==> config.mk <==
export PLATFORM = sky130hd
export DESIGN_NAME = md5_round
export DESIGN_NICKNAME = d
export VERILOG_FILES = /design/src/hw/rtl/md5_message_digest_defines.svh /design/src/hw/rtl/md5_pkg.sv /design/src/hw/rtl/md5_round.sv
export SDC_FILE = /design/constraint.sdc
export NUM_CORES = 1
export LEC_CHECK = 0
export ABC_CLOCK_PERIOD_IN_PS = 14450
export BUFFER_PORTS_ARGS = -buffer_cell sky130_fd_sc_hd__buf_2
export CAP_MARGIN = 30
export CORE_MARGIN = 1.5
export CORE_UTILIZATION = 55
export DETAILED_ROUTE_END_ITERATION = 8
export PLACE_DENSITY = 0.86
export SLEW_MARGIN = 25
export SYNTH_ARGS = -nofsm -noshare
export SYNTH_HDL_FRONTEND = slang
export SYNTH_SLANG_ARGS = --single-unit
==> constraint.sdc <==
create_clock -name vclk -period 14.45
set_clock_uncertainty 0.1 [all_clocks]
set_input_delay 1.445 -clock vclk [all_inputs]
set_output_delay 1.445 -clock vclk [all_outputs]
set_load 0.03 [all_outputs]
==> src/hw/rtl/md5_message_digest_defines.svh <==
// Assertion macros for the MD5 digest block
`ifndef MD5_MESSAGE_DIGEST_DEFINES_SVH
`define MD5_MESSAGE_DIGEST_DEFINES_SVH

// implication checked every clock edge, muted in reset
`define MD5_ASSERT_IMP(label, clk, rst_n, ante, cons, msg) \
	label: assert property (@(posedge clk) disable iff (!rst_n) (ante) |-> (cons)) \
		else $error(msg);

// next-cycle implication
`define MD5_ASSERT_NXT(label, clk, rst_n, ante, cons, msg) \
	label: assert property (@(posedge clk) disable iff (!rst_n) (ante) |=> (cons)) \
		else $error(msg);

`endif

==> src/hw/rtl/md5_pkg.sv <==
// Package: constants, tables and types for the MD5 digest block
package md5_pkg;

	typedef enum logic [2:0] {
		ST_IDLE,
		ST_ZERO,
		ST_LEN,
		ST_PREP,
		ST_ROUND,
		ST_FOLD,
		ST_OUT
	} state_t;

	typedef struct packed {
		logic        wr_en;
		logic [3:0]  wr_addr;
		logic [31:0] wr_data;
		logic [3:0]  rd_addr;
	} mem_req_t;

	localparam logic [31:0] INIT_A = 32'h67452301;
	localparam logic [31:0] INIT_B = 32'hefcdab89;
	localparam logic [31:0] INIT_C = 32'h98badcfe;
	localparam logic [31:0] INIT_D = 32'h10325476;
	localparam logic [7:0]  PAD_BYTE = 8'h80;

	function automatic logic [31:0] round_const(input logic [5:0] i);
		logic [31:0] k;
		case (i)
			6'd0:  k = 32'hd76aa478; 6'd1:  k = 32'he8c7b756;
			6'd2:  k = 32'h242070db; 6'd3:  k = 32'hc1bdceee;
			6'd4:  k = 32'hf57c0faf; 6'd5:  k = 32'h4787c62a;
			6'd6:  k = 32'ha8304613; 6'd7:  k = 32'hfd469501;
			6'd8:  k = 32'h698098d8; 6'd9:  k = 32'h8b44f7af;
			6'd10: k = 32'hffff5bb1; 6'd11: k = 32'h895cd7be;
			6'd12: k = 32'h6b901122; 6'd13: k = 32'hfd987193;
			6'd14: k = 32'ha679438e; 6'd15: k = 32'h49b40821;
			6'd16: k = 32'hf61e2562; 6'd17: k = 32'hc040b340;
			6'd18: k = 32'h265e5a51; 6'd19: k = 32'he9b6c7aa;
			6'd20: k = 32'hd62f105d; 6'd21: k = 32'h02441453;
			6'd22: k = 32'hd8a1e681; 6'd23: k = 32'he7d3fbc8;
			6'd24: k = 32'h21e1cde6; 6'd25: k = 32'hc33707d6;
			6'd26: k = 32'hf4d50d87; 6'd27: k = 32'h455a14ed;
			6'd28: k = 32'ha9e3e905; 6'd29: k = 32'hfcefa3f8;
			6'd30: k = 32'h676f02d9; 6'd31: k = 32'h8d2a4c8a;
			6'd32: k = 32'hfffa3942; 6'd33: k = 32'h8771f681;
			6'd34: k = 32'h6d9d6122; 6'd35: k = 32'hfde5380c;
			6'd36: k = 32'ha4beea44; 6'd37: k = 32'h4bdecfa9;
			6'd38: k = 32'hf6bb4b60; 6'd39: k = 32'hbebfbc70;
			6'd40: k = 32'h289b7ec6; 6'd41: k = 32'heaa127fa;
			6'd42: k = 32'hd4ef3085; 6'd43: k = 32'h04881d05;
			6'd44: k = 32'hd9d4d039; 6'd45: k = 32'he6db99e5;
			6'd46: k = 32'h1fa27cf8; 6'd47: k = 32'hc4ac5665;
			6'd48: k = 32'hf4292244; 6'd49: k = 32'h432aff97;
			6'd50: k = 32'hab9423a7; 6'd51: k = 32'hfc93a039;
			6'd52: k = 32'h655b59c3; 6'd53: k = 32'h8f0ccc92;
			6'd54: k = 32'hffeff47d; 6'd55: k = 32'h85845dd1;
			6'd56: k = 32'h6fa87e4f; 6'd57: k = 32'hfe2ce6e0;
			6'd58: k = 32'ha3014314; 6'd59: k = 32'h4e0811a1;
			6'd60: k = 32'hf7537e82; 6'd61: k = 32'hbd3af235;
			6'd62: k = 32'h2ad7d2bb; default: k = 32'heb86d391;
		endcase
		return k;
	endfunction

	function automatic logic [4:0] rot_amount(input logic [5:0] i);
		logic [4:0] s;
		case ({i[5:4], i[1:0]})
			4'd0:  s = 5'd7;  4'd1:  s = 5'd12; 4'd2:  s = 5'd17; 4'd3:  s = 5'd22;
			4'd4:  s = 5'd5;  4'd5:  s = 5'd9;  4'd6:  s = 5'd14; 4'd7:  s = 5'd20;
			4'd8:  s = 5'd4;  4'd9:  s = 5'd11; 4'd10: s = 5'd16; 4'd11: s = 5'd23;
			4'd12: s = 5'd6;  4'd13: s = 5'd10; 4'd14: s = 5'd15; default: s = 5'd21;
		endcase
		return s;
	endfunction

	// message word index used by round i
	function automatic logic [3:0] msg_index(input logic [5:0] i);
		logic [3:0] g;
		case (i[5:4])
			2'd0:    g = i[3:0];
			2'd1:    g = 4'(5 * i[3:0] + 1);
			2'd2:    g = 4'(3 * i[3:0] + 5);
			default: g = 4'(7 * i[3:0]);
		endcase
		return g;
	endfunction

	function automatic logic [31:0] swap_bytes(input logic [31:0] x);
		return {x[7:0], x[15:8], x[23:16], x[31:24]};
	endfunction

endpackage

==> src/hw/rtl/md5_round.sv <==
// One MD5 round step on the working words
module md5_round (
	input  logic [5:0]  round,
	input  logic [31:0] a,
	input  logic [31:0] b,
	input  logic [31:0] c,
	input  logic [31:0] d,
	input  logic [31:0] m,
	output logic [31:0] b_next
);
	logic [31:0] f;
	logic [31:0] sum;
	logic [4:0]  s;

	always_comb begin
		case (round[5:4])
			2'd0:    f = (b & c) | (~b & d);
			2'd1:    f = (d & b) | (~d & c);
			2'd2:    f = b ^ c ^ d;
			default: f = c ^ (b | ~d);
		endcase
		sum = f + a + md5_pkg::round_const(round) + m;
		s = md5_pkg::rot_amount(round);
		b_next = b + ((sum << s) | (sum >> (6'd32 - {1'b0, s})));
	end
endmodule

==> results.py <==
metrics = {
    "timing": {
        "period_share_pct": 92.8,
        "finalHoldViolations": 0,
        "worst_slew_pin_slew_ps": 864,
        "slew_headroom_pct": 41.7,
        "final_period_minus_worst_setup_slack_ps": 13410,
        "setup_violations": 0,
        "rsz0062_at_grt": "no",
        "setup_total_negative_slack_ps": 0,
        "max_freq_mhz": 74.6,
        "drv_slew": 0,
    },
    "placement": {
        "dp.cells": 2503,
        "port_buffers": 198,
        "hpwl_reported_at_the_end_of_detailed_placement_um": 48100,
        "last_weighted_congestion_value_of_the_routability_driven_placer": 1.11,
    },
    "layout": {
        "final-seq-area_sq_um": 0,
        "flow.area_growth_from_synthesis_pct": 7.93,
        "n_sequential_cell": 0,
        "post_route_cells_drive_above_1_share_pct": 16.3,
        "clockBufferCount": 0,
        "design.final.nets": 2491,
        "layoutNonFillerInstCount": 2505,
        "diodes": 0,
        "multi_input_comb_area_sq_um": 12500,
        "n_fill_cell": 2358,
    },
    "logic_synthesis": {
        "fraction_of_the_yosys_area_taken_by_sequential_cells_pct": 0,
        "synth.top_cells.by_count": "nand2_1 (221), a21oi_1 (191), o21ai_0 (190), nor2_1 (185), inv_1 (143)",
        "synthesis.area_per_instance_sq_um": 6.60,
        "ys_types": 91,
        "synth_top_area_cell": "fa_1",
        "syn-num-nets": 2397,
        "synth_cells": 2089,
        "yosysTopAreaCellShare_pct": 9.15,
        "synthTopCellsByArea": "fa_1 (9.2%), ha_1 (7.2%), a21oi_1 (6.9%)",
        "yosys_warnings": 0,
        "post-synth-top-count-cell": "nand2_1",
        "syn-cell-area_sq_um": 13800,
    },
    "worst_hold_path": {
        "worstHoldStart": "b[24]",
        "path_type_of_the_worst_min_delay_path": "primary input to output port",
        "worstHoldEndpoint": "b_next[24]",
        "hold_depth": 4,
    },
    "grt": {
        "grt_antenna_before_repair": 4,
        "wire_length_of_the_first_global_routing_pass_um": 93600,
        "globalRouteTotalUtil_pct": 45.9,
        "largest_net_degree_at_the_start_of_global_routing": 75,
        "globalRouteOverflowTotal": 0,
        "grt_pass1_vias": 16300,
    },
    "die": {
        "die_x_um": 161,
        "die_area_sq_um": 26000,
        "i_o_pin_total": 198,
        "row_count": 57,
        "design.core.area_sq_um": 24500,
        "die_height_um": 161,
        "effective_utilization_at_floorplan_pct": 56.3,
    },
    "critical_path": {
        "cp_slowest_cell": "o311ai_0",
        "crit_path_max_fanout": 15,
        "crit_required_ps": 12900,
        "crit_family": "compound AO/OA/AOI/OAI gates",
        "critical_path_cell_count": 36,
        "critical_path_buf_inv_count": 5,
        "worst_setup_path_end_kind": "output port",
        "setup.worst_path.start_class": "primary input",
        "path_common_cell": "o21ai_0",
        "critical_path_class": "primary input to output port",
        "crit_path_max_incr_delay_ps": 730,
        "critical_path_arrival_ps": 11870,
    },
    "routing": {
        "drt_first_iter_violations": 2816,
        "vias": 17600,
        "wire_length_per_cell_um": 24.3,
        "vias_per_cell": 7.04,
        "wl_um": 61000,
        "dr.pass1.iters": 8,
        "antenna_left": 0,
        "residual_drc_count": 0,
    },
    "clocking": {
        "hold_buffers": 0,
        "ctsResizeCount": 0,
        "cts.repair_timing.setup_buffer_count": 0,
    },
    "pwr": {
        "leakagePower_uw": 0.00648,
        "power.density_nw_per_um2": 254,
        "power.ir.vdd_worst_mv": 0.179,
    },
    "flow_run": {
        "drv_cap": 0,
    },
    "status": {
        "outcome": "complete, no violations",
    },
}
-- cells in the final DEF (no fill, tap or decap), types with 13 or more instances in the layout --
master,count
a211oi_1,42
a21o_1,34
a21oi_1,191
a31oi_1,43
and2_1,13
and3_1,15
buf_2,195
buf_4,44
fa_1,63
ha_1,79
inv_1,143
mux2i_1,62
mux4_2,21
nand2_1,221
nand2b_1,13
nand3_1,88
nor2_1,184
nor3_1,38
o211ai_1,95
o21ai_0,188
o221ai_1,19
o31ai_1,13
or2_2,40
xnor2_1,63
xor2_1,20
-- cell families (layout without fill, tap and decap cells) --
| group | after synthesis | count (layout) | share of synthesized area (%) |
|---|---|---|---|
| AO/OA/AOI/OAI | 783 | 783 | 36.8 |
| AND/OR/NAND/NOR | 679 | 679 | 22.7 |
| buffers and inverters | 300 | 392 | 9.11 |
| adder cells (fa/ha/maj) | 142 | 142 | 16.3 |
| multiplexers | 97 | 97 | 9.32 |
| XOR/XNOR | 88 | 88 | 5.76 |
-- worst min-delay path: stages --
cell and delay, ps:
buf_2 140, ha_1 180, xnor2_1 80, buf_2 180
-- cell type report --
class / instances / share of cell area (%)
repair buffers: 242 / 9.10
inverters: 150 / 3.79
well taps: 324 / 2.73
multi-input cells: 1789 / 84.4
-- power by group --
part | switching (uW) | total [uW] | internal [uW] | leakage [uW]
sequential | 0 | 0 | 0 | 0
combinational | 2460 | 3780 | 1320 | 0.00648
clock | 0 | 0 | 0 | 0
-- worst max path at each step --
| stage | end | slack [ps] | from |
|---|---|---|---|
| final | b_next[31] | 1040 | round[0] |
| after CTS | b_next[31] | 1320 | round[1] |
| after detailed placement | b_next[31] | 1360 | round[1] |
| after global placement | b_next[31] | 1350 | round[1] |
| after floorplan | b_next[30] | 2900 | round[0] |
| after global routing | b_next[31] | 500 | round[1] |
-- metal layers --
layer | up-vias | part of all wire, % | track usage, %
met5 | - | 0.048 | 0
met4 | 6 | 7.8 | 28.4
met3 | 291 | 12 | 10.9
met2 | 1349 | 42 | 68.7
met1 | 8107 | 38 | 59.4
li1 | 7873 | - | -
-- stage by stage --
step | hold WS, ps | instance area (sq um) | utilization (%) | setup WS [ps] | total power (uW)
6_report | 3370 | 14900 | 60.8 | 1040 | 3780
5_1_grt | 3390 | 14900 | 60.8 | 499 | 4030
4_1_cts | 3360 | 14900 | 60.7 | 1320 | 3630
3_5_place_dp | 3360 | 14900 | 60.7 | 1360 | 3620
3_3_place_gp | 3330 | 14900 | 60.7 | 1350 | 3570
2_1_floorplan | 3060 | 13800 | - | 2900 | 2650
(Power assumes the default switching activity.)
