$ cat config.mk
export PLATFORM = sky130hd
export DESIGN_NAME = md5_block_ram
export DESIGN_NICKNAME = d
export VERILOG_FILES = /design/src/hw/rtl/md5_message_digest_defines.svh /design/src/hw/rtl/md5_pkg.sv /design/src/hw/rtl/md5_block_ram.sv
export SDC_FILE = /design/constraint.sdc
export NUM_CORES = 1
export LEC_CHECK = 0
export BUFFER_PORTS_ARGS = -buffer_cell sky130_fd_sc_hd__buf_2
export CAP_MARGIN = 10
export CORE_MARGIN = 1
export CORE_UTILIZATION = 60
export DETAILED_ROUTE_END_ITERATION = 12
export PLACE_DENSITY = 0.78
export SLEW_MARGIN = 10
export SYNTH_ARGS = -nofsm -noshare
export SYNTH_HDL_FRONTEND = slang
export SYNTH_SLANG_ARGS = --single-unit
$ cat constraint.sdc
create_clock -name clk -period 7.35 [get_ports clk]
set_clock_uncertainty 0.05 [all_clocks]
set_input_delay 1.47 -clock clk [delete_from_list [all_inputs] [get_ports clk]]
set_output_delay 1.47 -clock clk [all_outputs]
set_load 0.01 [all_outputs]
$ cat src/hw/rtl/md5_message_digest_defines.svh
// Assertion macros for the MD5 digest block
`ifndef MD5_MESSAGE_DIGEST_DEFINES_SVH
`define MD5_MESSAGE_DIGEST_DEFINES_SVH

// implication checked every clock edge, muted in reset
`define MD5_ASSERT_IMP(label, clk, rst_n, ante, cons, msg) \
	label: assert property (@(posedge clk) disable iff (!rst_n) (ante) |-> (cons)) \
		else $error(msg);

// next-cycle implication
`define MD5_ASSERT_NXT(label, clk, rst_n, ante, cons, msg) \
	label: assert property (@(posedge clk) disable iff (!rst_n) (ante) |=> (cons)) \
		else $error(msg);

`endif

$ cat src/hw/rtl/md5_pkg.sv
// Package: constants, tables and types for the MD5 digest block
package md5_pkg;

	typedef enum logic [2:0] {
		ST_IDLE,
		ST_ZERO,
		ST_LEN,
		ST_PREP,
		ST_ROUND,
		ST_FOLD,
		ST_OUT
	} state_t;

	typedef struct packed {
		logic        wr_en;
		logic [3:0]  wr_addr;
		logic [31:0] wr_data;
		logic [3:0]  rd_addr;
	} mem_req_t;

	localparam logic [31:0] INIT_A = 32'h67452301;
	localparam logic [31:0] INIT_B = 32'hefcdab89;
	localparam logic [31:0] INIT_C = 32'h98badcfe;
	localparam logic [31:0] INIT_D = 32'h10325476;
	localparam logic [7:0]  PAD_BYTE = 8'h80;

	function automatic logic [31:0] round_const(input logic [5:0] i);
		logic [31:0] k;
		case (i)
			6'd0:  k = 32'hd76aa478; 6'd1:  k = 32'he8c7b756;
			6'd2:  k = 32'h242070db; 6'd3:  k = 32'hc1bdceee;
			6'd4:  k = 32'hf57c0faf; 6'd5:  k = 32'h4787c62a;
			6'd6:  k = 32'ha8304613; 6'd7:  k = 32'hfd469501;
			6'd8:  k = 32'h698098d8; 6'd9:  k = 32'h8b44f7af;
			6'd10: k = 32'hffff5bb1; 6'd11: k = 32'h895cd7be;
			6'd12: k = 32'h6b901122; 6'd13: k = 32'hfd987193;
			6'd14: k = 32'ha679438e; 6'd15: k = 32'h49b40821;
			6'd16: k = 32'hf61e2562; 6'd17: k = 32'hc040b340;
			6'd18: k = 32'h265e5a51; 6'd19: k = 32'he9b6c7aa;
			6'd20: k = 32'hd62f105d; 6'd21: k = 32'h02441453;
			6'd22: k = 32'hd8a1e681; 6'd23: k = 32'he7d3fbc8;
			6'd24: k = 32'h21e1cde6; 6'd25: k = 32'hc33707d6;
			6'd26: k = 32'hf4d50d87; 6'd27: k = 32'h455a14ed;
			6'd28: k = 32'ha9e3e905; 6'd29: k = 32'hfcefa3f8;
			6'd30: k = 32'h676f02d9; 6'd31: k = 32'h8d2a4c8a;
			6'd32: k = 32'hfffa3942; 6'd33: k = 32'h8771f681;
			6'd34: k = 32'h6d9d6122; 6'd35: k = 32'hfde5380c;
			6'd36: k = 32'ha4beea44; 6'd37: k = 32'h4bdecfa9;
			6'd38: k = 32'hf6bb4b60; 6'd39: k = 32'hbebfbc70;
			6'd40: k = 32'h289b7ec6; 6'd41: k = 32'heaa127fa;
			6'd42: k = 32'hd4ef3085; 6'd43: k = 32'h04881d05;
			6'd44: k = 32'hd9d4d039; 6'd45: k = 32'he6db99e5;
			6'd46: k = 32'h1fa27cf8; 6'd47: k = 32'hc4ac5665;
			6'd48: k = 32'hf4292244; 6'd49: k = 32'h432aff97;
			6'd50: k = 32'hab9423a7; 6'd51: k = 32'hfc93a039;
			6'd52: k = 32'h655b59c3; 6'd53: k = 32'h8f0ccc92;
			6'd54: k = 32'hffeff47d; 6'd55: k = 32'h85845dd1;
			6'd56: k = 32'h6fa87e4f; 6'd57: k = 32'hfe2ce6e0;
			6'd58: k = 32'ha3014314; 6'd59: k = 32'h4e0811a1;
			6'd60: k = 32'hf7537e82; 6'd61: k = 32'hbd3af235;
			6'd62: k = 32'h2ad7d2bb; default: k = 32'heb86d391;
		endcase
		return k;
	endfunction

	function automatic logic [4:0] rot_amount(input logic [5:0] i);
		logic [4:0] s;
		case ({i[5:4], i[1:0]})
			4'd0:  s = 5'd7;  4'd1:  s = 5'd12; 4'd2:  s = 5'd17; 4'd3:  s = 5'd22;
			4'd4:  s = 5'd5;  4'd5:  s = 5'd9;  4'd6:  s = 5'd14; 4'd7:  s = 5'd20;
			4'd8:  s = 5'd4;  4'd9:  s = 5'd11; 4'd10: s = 5'd16; 4'd11: s = 5'd23;
			4'd12: s = 5'd6;  4'd13: s = 5'd10; 4'd14: s = 5'd15; default: s = 5'd21;
		endcase
		return s;
	endfunction

	// message word index used by round i
	function automatic logic [3:0] msg_index(input logic [5:0] i);
		logic [3:0] g;
		case (i[5:4])
			2'd0:    g = i[3:0];
			2'd1:    g = 4'(5 * i[3:0] + 1);
			2'd2:    g = 4'(3 * i[3:0] + 5);
			default: g = 4'(7 * i[3:0]);
		endcase
		return g;
	endfunction

	function automatic logic [31:0] swap_bytes(input logic [31:0] x);
		return {x[7:0], x[15:8], x[23:16], x[31:24]};
	endfunction

endpackage

$ cat src/hw/rtl/md5_block_ram.sv
// 16 x 32 message block store, one write and one registered read port
module md5_block_ram (
	input  logic        clk,
	input  md5_pkg::mem_req_t req,
	output logic [31:0] rd_data
);
	logic [31:0] mem [16];

	always_ff @(posedge clk) begin
		if (req.wr_en) begin
			mem[req.wr_addr] <= req.wr_data;
		end
		rd_data <= mem[req.rd_addr];
	end
endmodule

==> impl_results.html <==
<table>
<tr><th>Metric</th><th>Value</th></tr>
<tr><th colspan="2">Outcome</th></tr>
<tr><td>Run status</td><td>complete, no violations</td></tr>
<tr><th colspan="2">Floorplanning</th></tr>
<tr><td>Initial Utilization</td><td>0.6102</td></tr>
<tr><td>Overall die area</td><td>0.03382 mm^2</td></tr>
<tr><td>Die Y</td><td>between 150 and 200 um</td></tr>
<tr><td>Core area</td><td>between 0.03 and 0.04 mm^2</td></tr>
<tr><td>Width of the die</td><td>183.9 um</td></tr>
<tr><td>Floorplan row count</td><td>between 60 and 70</td></tr>
<tr><td>Number of I/O pins</td><td>74</td></tr>
<tr><th colspan="2">Power and ir drop</th></tr>
<tr><td>Pwr per Cell Area</td><td>~290 mW/mm^2</td></tr>
<tr><td>VDD IR-drop max</td><td>approximately 190 uV</td></tr>
<tr><td>Seq pwr share</td><td>0.543</td></tr>
<tr><td>Internal Dissipation</td><td>around 5 mW</td></tr>
<tr><td>Combinational cell fraction of total power</td><td>0.047</td></tr>
<tr><td>Part of the total power dissipated in the clock network</td><td>0.410</td></tr>
<tr><td>Psw</td><td>approximately 1.3 mW</td></tr>
<tr><td>Pleak</td><td>roughly 7.3 nW</td></tr>
<tr><td>Fraction of power spent switching nets</td><td>0.1991</td></tr>
<tr><th colspan="2">STA</th></tr>
<tr><td>Final Critical Period</td><td>roughly 3.4 ns</td></tr>
<tr><td>Period utilisation layout</td><td>0.4671</td></tr>
<tr><td>Measured slew at the worst slew-check pin</td><td>1.167 ns</td></tr>
<tr><td>Summed negative setup slack over all endpoints</td><td>0 ns</td></tr>
<tr><td>Final setup slack of the worst path</td><td>3.917 ns</td></tr>
<tr><td>Timing-limited maximum frequency</td><td>about 300 MHz</td></tr>
<tr><td>RSZ-0062 raised after global routing</td><td>false</td></tr>
<tr><td>Headroom to the max-slew limit</td><td>0.2219</td></tr>
<tr><td>Final hold violation count</td><td>0</td></tr>
<tr><td>Final count of negative-setup-slack endpoints</td><td>0</td></tr>
<tr><td>Number of pins exceeding their max-slew limit in the final report</td><td>0</td></tr>
<tr><th colspan="2">Synthesis</th></tr>
<tr><td>Post-synth net total</td><td>880</td></tr>
<tr><td>Avg Synthesized Cell Area</td><td>23.69 um^2</td></tr>
<tr><td>Area share of the largest cell type after synthesis</td><td>0.7744</td></tr>
<tr><td>Number of warnings reported in the yosys synthesis log</td><td>0</td></tr>
<tr><td>Number of flops mapped to enable cells by yosys</td><td>~510</td></tr>
<tr><td>Yosys cell types</td><td>18</td></tr>
<tr><td>Count leader, synth</td><td>sky130_fd_sc_hd__edfxtp_1</td></tr>
<tr><td>Post-synthesis register bit count</td><td>544</td></tr>
<tr><td>Sequential fraction of the synthesis area</td><td>0.8067</td></tr>
<tr><td>Leading register cell type out of synthesis</td><td>sky130_fd_sc_hd__edfxtp_1</td></tr>
<tr><td>Post-synthesis instance area</td><td>about 0.020 mm^2</td></tr>
<tr><td>Cell taking the most area after synthesis</td><td>sky130_fd_sc_hd__edfxtp_1</td></tr>
<tr><td>Synthesized instance count</td><td>roughly 840</td></tr>
<tr><td>Fraction of registers with async set or reset after synthesis</td><td>0</td></tr>
<tr><td>Synth top area cells</td><td>sky130_fd_sc_hd__edfxtp_1 77%, sky130_fd_sc_hd__mux4_2 15%, sky130_fd_sc_hd__dfxtp_1 3.2%, sky130_fd_sc_hd__a22oi_1 2.4%, sky130_fd_sc_hd__nand2_1 0.62%</td></tr>
<tr><td>Most common library cells after synthesis</td><td>512 x sky130_fd_sc_hd__edfxtp_1, 128 x sky130_fd_sc_hd__mux4_2, 64 x sky130_fd_sc_hd__a22oi_1</td></tr>
<tr><th colspan="2">Cells and area</th></tr>
<tr><td>Syn-to-layout area delta</td><td>13.60%</td></tr>
<tr><td>Share of layout cells above drive strength 1</td><td>0.3259</td></tr>
<tr><td>Fraction of the core area covered by cells at the end of the flow</td><td>0.6932</td></tr>
<tr><td>Net count reported at finish</td><td>roughly 1000</td></tr>
<tr><th colspan="2">Placement</th></tr>
<tr><td>Final HPWL from detailed placement</td><td>18720 um</td></tr>
<tr><td>RePlAce Congestion</td><td>a little over 0.7</td></tr>
<tr><td>Place WS</td><td>3.325 ns</td></tr>
<tr><td>Port Buffers</td><td>73</td></tr>
<tr><th colspan="2">Run</th></tr>
<tr><td>Max-cap violations</td><td>0</td></tr>
<tr><th colspan="2">Clocking</th></tr>
<tr><td>Buffer type at the clock tree root</td><td>sky130_fd_sc_hd__clkbuf_16</td></tr>
<tr><td>Number of buffers added to fix hold violations after cts</td><td>0</td></tr>
<tr><td>Post-CTS Setup Bufs</td><td>0</td></tr>
<tr><td>Maximum clock path buffer count</td><td>3</td></tr>
<tr><td>CTS sink count</td><td>~540</td></tr>
<tr><td>Insertion delay of the later-clocked pin in the worst-skew pair</td><td>~0.55 ns</td></tr>
<tr><td>Clock tree from TritonCTS</td><td>done</td></tr>
<tr><td>H-tree depth</td><td>2</td></tr>
<tr><td>Number of buffers created by CTS</td><td>51</td></tr>
<tr><td>Quantity of gates resized following cts</td><td>0</td></tr>
<tr><td>Clock-pin slew on the worst setup and hold paths</td><td>0.07 ns</td></tr>
<tr><th colspan="2">Critical path</th></tr>
<tr><td>Type of the setup path with the least slack</td><td>in2reg</td></tr>
<tr><td>R2r worst-path depth</td><td>3</td></tr>
<tr><td>Launch point of the critical path</td><td>req[0]</td></tr>
<tr><td>Worst setup slack for register-to-register paths</td><td>approximately 6 ns</td></tr>
<tr><td>Data arrival, critical path</td><td>roughly 3.8 ns</td></tr>
<tr><td>Worst-path fanout max</td><td>69</td></tr>
<tr><td>Startpoint kind of the worst setup timing path</td><td>input port</td></tr>
<tr><td>Worst r2r dst</td><td>rd_data[24]</td></tr>
<tr><td>Worst Setup EP</td><td>rd_data[24]</td></tr>
<tr><td>Data required time at the worst endpoint</td><td>~7.7 ns</td></tr>
<tr><td>RR Startpoint</td><td>mem[11][24]</td></tr>
<tr><td>Capturing element type of the critical path</td><td>flop</td></tr>
<tr><th colspan="2">Routing</th></tr>
<tr><td>DRC violations left</td><td>0</td></tr>
<tr><td>WL final</td><td>between 40000 and 50000 um</td></tr>
<tr><td>Via count of the routed design</td><td>around 9000</td></tr>
<tr><td>Remaining antenna violation count after routing</td><td>0</td></tr>
<tr><td>Via-to-Cell Ratio</td><td>~6.5</td></tr>
<tr><td>Drt pass-1 iters</td><td>5</td></tr>
<tr><td>Number of violations reported at the end of detailed-routing iteration 0</td><td>1153</td></tr>
<tr><td>Average detailed-routed wire length per instance</td><td>between 20 and 30 um</td></tr>
<tr><th colspan="2">Global route</th></tr>
<tr><td>Global-route usage over all layers</td><td>0.2537</td></tr>
<tr><td>Number of global-route vias before repair</td><td>roughly 9600</td></tr>
<tr><td>Number of antenna violations at the first check in global routing</td><td>2</td></tr>
<tr><td>First-pass GRT wire length</td><td>around 60000 um</td></tr>
<tr><td>Remaining global-route overflow</td><td>0</td></tr>
<tr><td>Largest net degree at the start of global routing</td><td>80</td></tr>
<tr><th colspan="2">Hold path</th></tr>
<tr><td>HP Class</td><td>reg2reg</td></tr>
</table>
==> cells in the final DEF, fill, tap and decap left out <==
cell | Yosys | routed
sky130_fd_sc_hd__inv_6 | 0 | 1
sky130_fd_sc_hd__clkbuf_8 | 0 | 8
sky130_fd_sc_hd__a22oi_1 | 64 | 64
sky130_fd_sc_hd__nand2b_1 | 2 | 2
sky130_fd_sc_hd__bufinv_16 | 0 | 6
sky130_fd_sc_hd__buf_2 | 4 | 71
sky130_fd_sc_hd__mux4_2 | 128 | 128
sky130_fd_sc_hd__buf_4 | 11 | 24
sky130_fd_sc_hd__nor3_2 | 0 | 4
sky130_fd_sc_hd__nor2_4 | 0 | 13
sky130_fd_sc_hd__clkinv_2 | 0 | 11
sky130_fd_sc_hd__dfxtp_1 | 32 | 32
sky130_fd_sc_hd__or3b_2 | 1 | 1
sky130_fd_sc_hd__nand3b_1 | 2 | 2
sky130_fd_sc_hd__diode_2 | 0 | 1
sky130_fd_sc_hd__nand2_1 | 33 | 33
sky130_fd_sc_hd__nor2b_4 | 0 | 2
sky130_fd_sc_hd__clkbuf_16 | 0 | 51
sky130_fd_sc_hd__and2_2 | 0 | 1
sky130_fd_sc_hd__clkbuf_1 | 17 | 14
sky130_fd_sc_hd__edfxtp_1 | 512 | 512
sky130_fd_sc_hd__clkinv_1 | 0 | 4
sky130_fd_sc_hd__nand3_1 | 1 | 1
==> critical path: stages <==
cell                       delay, ns
sky130_fd_sc_hd__clkbuf_8       0.64
sky130_fd_sc_hd__buf_4          0.64
sky130_fd_sc_hd__mux4_2         0.60
sky130_fd_sc_hd__a22oi_1        0.28
sky130_fd_sc_hd__nand2_1        0.10
==> routing by layer <==
layer,up-vias,wire [um],track usage
met3,79,3554,0.03863
met2,504,20530,0.4102
met4,2,945,0.07800
met1,4853,16590,0.3644
met5,-,10,0
li1,3778,-,-
==> cells by family after synthesis <==
group           share of synthesized area
flops                              0.8067
mux                                0.1452
compound gates                    0.02420
simple gates                      0.01273
buf+inv                           0.01122
==> power groups by stage <==
| stage | sequential (mW) | combinational [mW] | clock [mW] |
|---|---|---|---|
| floorplan | 3.56 | 0.167 | 0 |
| global placement | 3.55 | 0.291 | 0 |
| detailed placement | 3.56 | 0.299 | 0 |
| CTS | 3.49 | 0.304 | 2.66 |
| global route | 3.50 | 0.321 | 2.78 |
| finish | 3.49 | 0.302 | 2.64 |
==> stage by stage <==
| step | cell area [um^2] | std cells | hold slack, ns | power [mW] |
|---|---|---|---|---|
| after floorplan | 19850 | 838 | 0.5849 | 3.726 |
| after global placement | 20870 | 1333 | 0.5949 | 3.843 |
| after detailed placement | 20870 | 1333 | 0.6021 | 3.855 |
| after CTS | 22550 | 1427 | 0.6270 | 6.459 |
| after global routing | 22550 | 1427 | 0.6481 | 6.593 |
| final | 22550 | 1428 | 0.6216 | 6.429 |
==> layout make-up <==
type / instances / area, um^2
Multi-Input combinational cell: 251 / 3750
Clock inverter: 22 / 259.0
Clock buffer: 72 / 1425
Antenna cell: 1 / 2.502
Timing Repair Buffer: 96 / 549.3
Sequential cell: 544 / 16020
Tap cell: 442 / 553.0
Fill cell: 1928 / 9982
==> registers in the layout, indices dropped and copies added, names as in the netlist <==
register	cells
rd_data	32
mem	512
==> how the worst min path moves through the flow <==
stage	to	from	cells after the start
2_1_floorplan	rd_data[0]	mem[14][0]	3
3_3_place_gp	rd_data[6]	mem[12][6]	3
3_5_place_dp	rd_data[3]	mem[14][3]	3
4_1_cts	rd_data[6]	mem[15][6]	3
5_1_grt	rd_data[6]	mem[13][6]	3
6_report	rd_data[6]	mem[15][6]	3
Power figures use the tool's default switching activity.
